--- src/rtl/core/aimi_pkg.sv ---
// Shared types and constants for the ignition advance map interpolator.
// Used by every module of the block; depends on nothing.
`default_nettype none
package aimi_pkg;

    // Default table geometry.
    localparam int SPEED_BINS_DEF = 16;
    localparam int LOAD_ROWS_DEF  = 16;

    // Item operation codes.
    localparam logic [1:0] OP_LOOKUP   = 2'd0;
    localparam logic [1:0] OP_WR_SPEED = 2'd1;
    localparam logic [1:0] OP_WR_LOAD  = 2'd2;
    localparam logic [1:0] OP_WR_CELL  = 2'd3;

    // Fixed-point widths. Row results stay below 2^24 in magnitude.
    localparam int FRAC_W    = 16;
    localparam int BP_W      = 16;
    localparam int CELL_W    = 8;
    localparam int DX_W      = 17;
    localparam int Y_W       = 25;
    localparam int DY_W      = 26;
    localparam int NUM_W     = DY_W + FRAC_W;
    localparam int DEN_W     = 16;
    localparam int P_W       = NUM_W + DX_W;
    localparam int ADV_W     = 45;
    localparam int CMD_DEPTH = 4;

    typedef struct packed {
        logic [1:0]               operation;
        logic [15:0]              engine_speed;
        logic [15:0]              engine_load;
        logic [3:0]               row_index;
        logic [3:0]               column_index;
        logic [15:0]              breakpoint_value;
        logic signed [CELL_W-1:0] cell_value;
    } t_in_item;

    typedef struct packed {
        logic signed [CELL_W-1:0] advance_degrees;
        logic [3:0]               speed_bin;
        logic [3:0]               load_bin;
    } t_out_item;

    typedef struct packed {
        logic                    start;
        logic signed [NUM_W-1:0] num;
        logic signed [DX_W-1:0]  den;
    } t_div_req;

    typedef struct packed {
        logic                    done;
        logic signed [NUM_W-1:0] quot;
    } t_div_rsp;

endpackage
`default_nettype wire

--- src/rtl/core/aimi_cmd_fifo.sv ---
// Short command queue between the front end and the lookup engine.
// Depends on aimi_pkg for the item type and the queue depth.
`default_nettype none
module aimi_cmd_fifo (
    input  wire logic              i_clk,
    input  wire logic              i_rst_n,
    input  wire logic              i_wr,
    input  wire aimi_pkg::t_in_item i_wr_item,
    output logic                   o_full,
    input  wire logic              i_rd,
    output logic                   o_empty,
    output aimi_pkg::t_in_item     o_rd_item
);
    localparam int PTR_W = $clog2(aimi_pkg::CMD_DEPTH);
    localparam int CNT_W = $clog2(aimi_pkg::CMD_DEPTH + 1);

    aimi_pkg::t_in_item r_mem [aimi_pkg::CMD_DEPTH];
    logic [PTR_W-1:0]   r_wr_ptr;
    logic [PTR_W-1:0]   r_rd_ptr;
    logic [CNT_W-1:0]   r_cnt;

    assign o_full    = (r_cnt == CNT_W'(aimi_pkg::CMD_DEPTH));
    assign o_empty   = (r_cnt == '0);
    assign o_rd_item = r_mem[r_rd_ptr];

    // Pointers and fill count.
    always_ff @(posedge i_clk) begin
        if (!i_rst_n) begin
            r_wr_ptr <= '0;
            r_rd_ptr <= '0;
            r_cnt    <= '0;
        end else begin
            if (i_wr) begin
                r_wr_ptr <= r_wr_ptr + 1'b1;
            end
            if (i_rd) begin
                r_rd_ptr <= r_rd_ptr + 1'b1;
            end
            if (i_wr && !i_rd) begin
                r_cnt <= r_cnt + 1'b1;
            end else if (!i_wr && i_rd) begin
                r_cnt <= r_cnt - 1'b1;
            end
        end
    end

    // Item storage.
    always_ff @(posedge i_clk) begin
        if (i_wr) begin
            r_mem[r_wr_ptr] <= i_wr_item;
        end
    end
endmodule
`default_nettype wire

--- config.mk ---
export PLATFORM = sky130hd
export DESIGN_NAME = aimi_cmd_fifo
export DESIGN_NICKNAME = d
export VERILOG_FILES = /design/src/rtl/core/aimi_pkg.sv /design/src/rtl/core/aimi_cmd_fifo.sv
export SDC_FILE = /design/constraint.sdc
export NUM_CORES = 1
export LEC_CHECK = 0
export ABC_AREA = 1
export BUFFER_PORTS_ARGS = -buffer_cell sky130_fd_sc_hd__buf_2
export CORE_MARGIN = 4
export CORE_UTILIZATION = 50
export CTS_BUF_LIST = sky130_fd_sc_hd__clkbuf_16
export CTS_CLUSTER_DIAMETER = 30
export DETAILED_ROUTE_END_ITERATION = 12
export PLACE_DENSITY_LB_ADDON = 0.3
export SYNTH_ARGS = -nofsm -noshare
export SYNTH_HDL_FRONTEND = slang
export SYNTH_SLANG_ARGS = --single-unit
export TNS_END_PERCENT = 30
--- constraint.sdc ---
create_clock -name i_clk -period 2.2 [get_ports i_clk]
set_clock_uncertainty 0.05 [all_clocks]
set_input_delay 0.22 -clock i_clk [delete_from_list [all_inputs] [get_ports i_clk]]
set_output_delay 0.22 -clock i_clk [all_outputs]
set_load 0.02 [all_outputs]
==> run summary <==
Status: complete, no violations
Gate power share: 9.9%
Placed Cells: 1086
Die Wd: 155 um
Cell leakage power: 5.04 nW
Flop pwr share: 41.6%
Largest net degree at the start of global routing: 73
GP Congestion: 0.731
NumNets Final: 1004
DP HPWL: 12200 um
Crit start category: flip-flop
Initial core utilization: 51.2%
Num CTS Buffers: 46
Area Growth Syn to Fin: 30.9%
Crit Path Class: flip-flop to output pin
Rows: 53
Yosys cell types: 25
Die outline area: 0.0241 mm2
Mapped Area: 0.0108 mm2
Clock buffer depth: 3
Post-CTS setup buffers: 0
CTS sink count: 273
H-tree Lvls: 2
Post-synthesis cell count: 696
Avg Vias per Cell: 5.26
Worst IR drop on VDD: 0.686 mV
Clock slew at reported path FFs: 0.05 ns
TritonCTS clock tree: done
Final Slew Violations: 0
Post-Synth Adder-Cell Area: 0.763%
Die height: 155 um
Antenna Nets Post-Route: 0
Endpoints failing setup: 0
Hold Crit Class: primary input to flip-flop
Initial antenna violation count: 0
Slowest cell on the critical path: dfxtp_4
Post-Syn Area per Cell: 15.6 um2
Final number of hold-violating endpoints: 0
Register area: 0.00811 mm2
Switching power: 3.38 mW
Tot Pwr: 14.5 mW
Crit. End Element: output pin
PortBufs: 137
Fin crit share: 96.7%
Final period demand of the worst path: 2.13 ns
Multi-input logic area: 0.00236 mm2
Worst Tran Pin Value: 0.476 ns
CP max FO: 27
Fmax: 470 MHz
Worst-skew pair later-pin latency: 0.51 ns
Compound-cell area share of the yosys netlist: 12.8%
Root Buffer: clkbuf_16
FF+latch count, synth: 273
Post-Syn Nets: 772
Worst EP required: 1.93 ns
IO Pins: 138
Diodes inserted: 0
Post-synthesis mux area share: 0%
Vias: 6513
Starting DRC count in detailed routing: 376
Slew HR: 68.2%
P per Cell Area: 1020 mW/mm2
Avg WL per Cell: 18.0 um
Switching share of power: 23.3%
Filler cell count: 1421
Register area share after synthesis: 74.9%
Crit-path cells: inv_8 -> buf_12 -> o21ai_0 -> o22ai_2 -> buf_2
Total of max-cap violations: 0
First-pass GRT wire length: 35400 um
RSZ-0062 raised after global routing: yes
Total GRT Usage: 18.5%
Ys Warns: 0
Clock share of power: 48.6%
Synth Area in XOR/XNOR: 0%
Residual DRC: 0
Power Internal: 11.1 mW
Worst Path Arrival: 1.86 ns
Synth Area in Simple Gates: 8.17%
Global route overflow: 0
Vias in the first global route: 6782
Max stage delay on crit path: 0.37 ns
Final WL: 22300 um
Final Non-Filler Cells: 1239
Worst hold slack: 0.404 ns
DRT Pass-1 Iters: 4
Main combinational cell family by area after synthesis: compound AO/OA/AOI/OAI gates
Post-Route Utilization: 67.0%
Core area: 0.0212 mm2
Share of layout cells above drive strength 1: 34.3%
[Yosys cell counts, drive strengths merged]
master,instances,area (um2)
ha,5,62.6
nand3,1,5.00
inv,17,68.8
nand2,9,33.8
a21oi,4,20.0
fa,1,20.0
edfxtp,264,7930
buf,20,209
o22ai,66,663
nor2,137,830
nor3,2,10.0
dfxtp,9,180
nand4,1,6.26
o21ai,138,706
clkbuf,22,82.6
[power groups by stage]
stage	clock network, mW	registers [mW]	logic, mW
floorplan	0	6.10	0.853
global placement	0	6.10	1.32
detailed placement	0	6.11	1.34
CTS	7.12	6.01	1.44
global route	7.42	6.02	1.55
finish	7.03	6.01	1.43
[path summary, 6_finish.rpt]
| kind | start | end | slack, ns | cells past startpoint |
|---|---|---|---|---|
| setup / recovery | flip-flop | o_rd_item[16] | 0.07 | 5 |
| hold reg to reg | r_rd_ptr[1] | flip-flop | 0.47 | 1 |
| hold / removal | i_wr_item[32] | r_mem[3][32] | 0.40 | 2 |
| setup reg to reg | r_wr_ptr[0] | r_mem[2][49] | 0.42 | 5 |
[registers in the layout (all words and copies together) (netlist names), named ones only]
name      flops
r_rd_ptr      2
r_mem       264
r_wr_ptr      2
r_cnt         3
[layout by cell type, fill, tap and decap left out, types with 9 or more instances in the layout]
cell | netlist | final
dlygate4sd3_1 | 0 | 69
o22ai_2 | 40 | 40
o21ai_1 | 10 | 10
o22ai_1 | 26 | 26
edfxtp_1 | 264 | 264
buf_12 | 5 | 14
nor2_1 | 91 | 91
nand2_1 | 9 | 9
inv_1 | 15 | 14
o21ai_0 | 124 | 124
buf_2 | 9 | 137
clkinvlp_4 | 0 | 11
nor2_4 | 40 | 40
clkbuf_16 | 0 | 47
[final cells by class]
class | count | share of cell area (%)
flip-flops and latches | 273 | 57.3
clock buffers | 47 | 8.30
inverters | 17 | 0.574
multi-input cells | 364 | 16.6
well taps | 275 | 2.43
clock inverters | 37 | 2.72
repair buffers | 226 | 12.1
[metal layers]
metal | vias up | routed length [um] | track usage, %
li1 | 3100 | - | -
met1 | 3229 | 9390 | 23.0
met2 | 156 | 11500 | 33.0
met3 | 28 | 1030 | 3.59
met4 | 0 | 340 | 5.55
met5 | - | 0 | 0
[worst max-delay path: cells and delay by family (launching register included)]
family,cells,cell delay [ns]
buffers and inverters,3,0.67
DFF,1,0.37
AOI/OAI and AO/OA,2,0.28
[through the flow]
| step | setup TNS (ns) | worst slack, ns | area [um2] |
|---|---|---|---|
| after floorplan | -12.45 | -0.118 | 10800 |
| after detailed placement | 0 | 0.417 | 11900 |
| after global placement | 0 | 0.449 | 11900 |
| after global routing | -0.00910 | -0.00647 | 14200 |
| final | 0 | 0.0717 | 14200 |
| after CTS | 0 | 0.0500 | 14200 |
[logic make-up (layout without fill, tap and decap cells)]
logic type | count (synthesis) | after routing
adders and majority gates | 6 | 6
buffers and inverters | 59 | 327
AOI/OAI and AO/OA | 208 | 208
and+or+nand+nor | 150 | 150
DFF | 273 | 273
[what timing repair did]
action,CTS,global route
gates resized for setup,3,1
hold buffers,69,0
hold endpoints to repair,273,0
setup endpoints to repair,10,5
(Power assumes the default switching activity.)
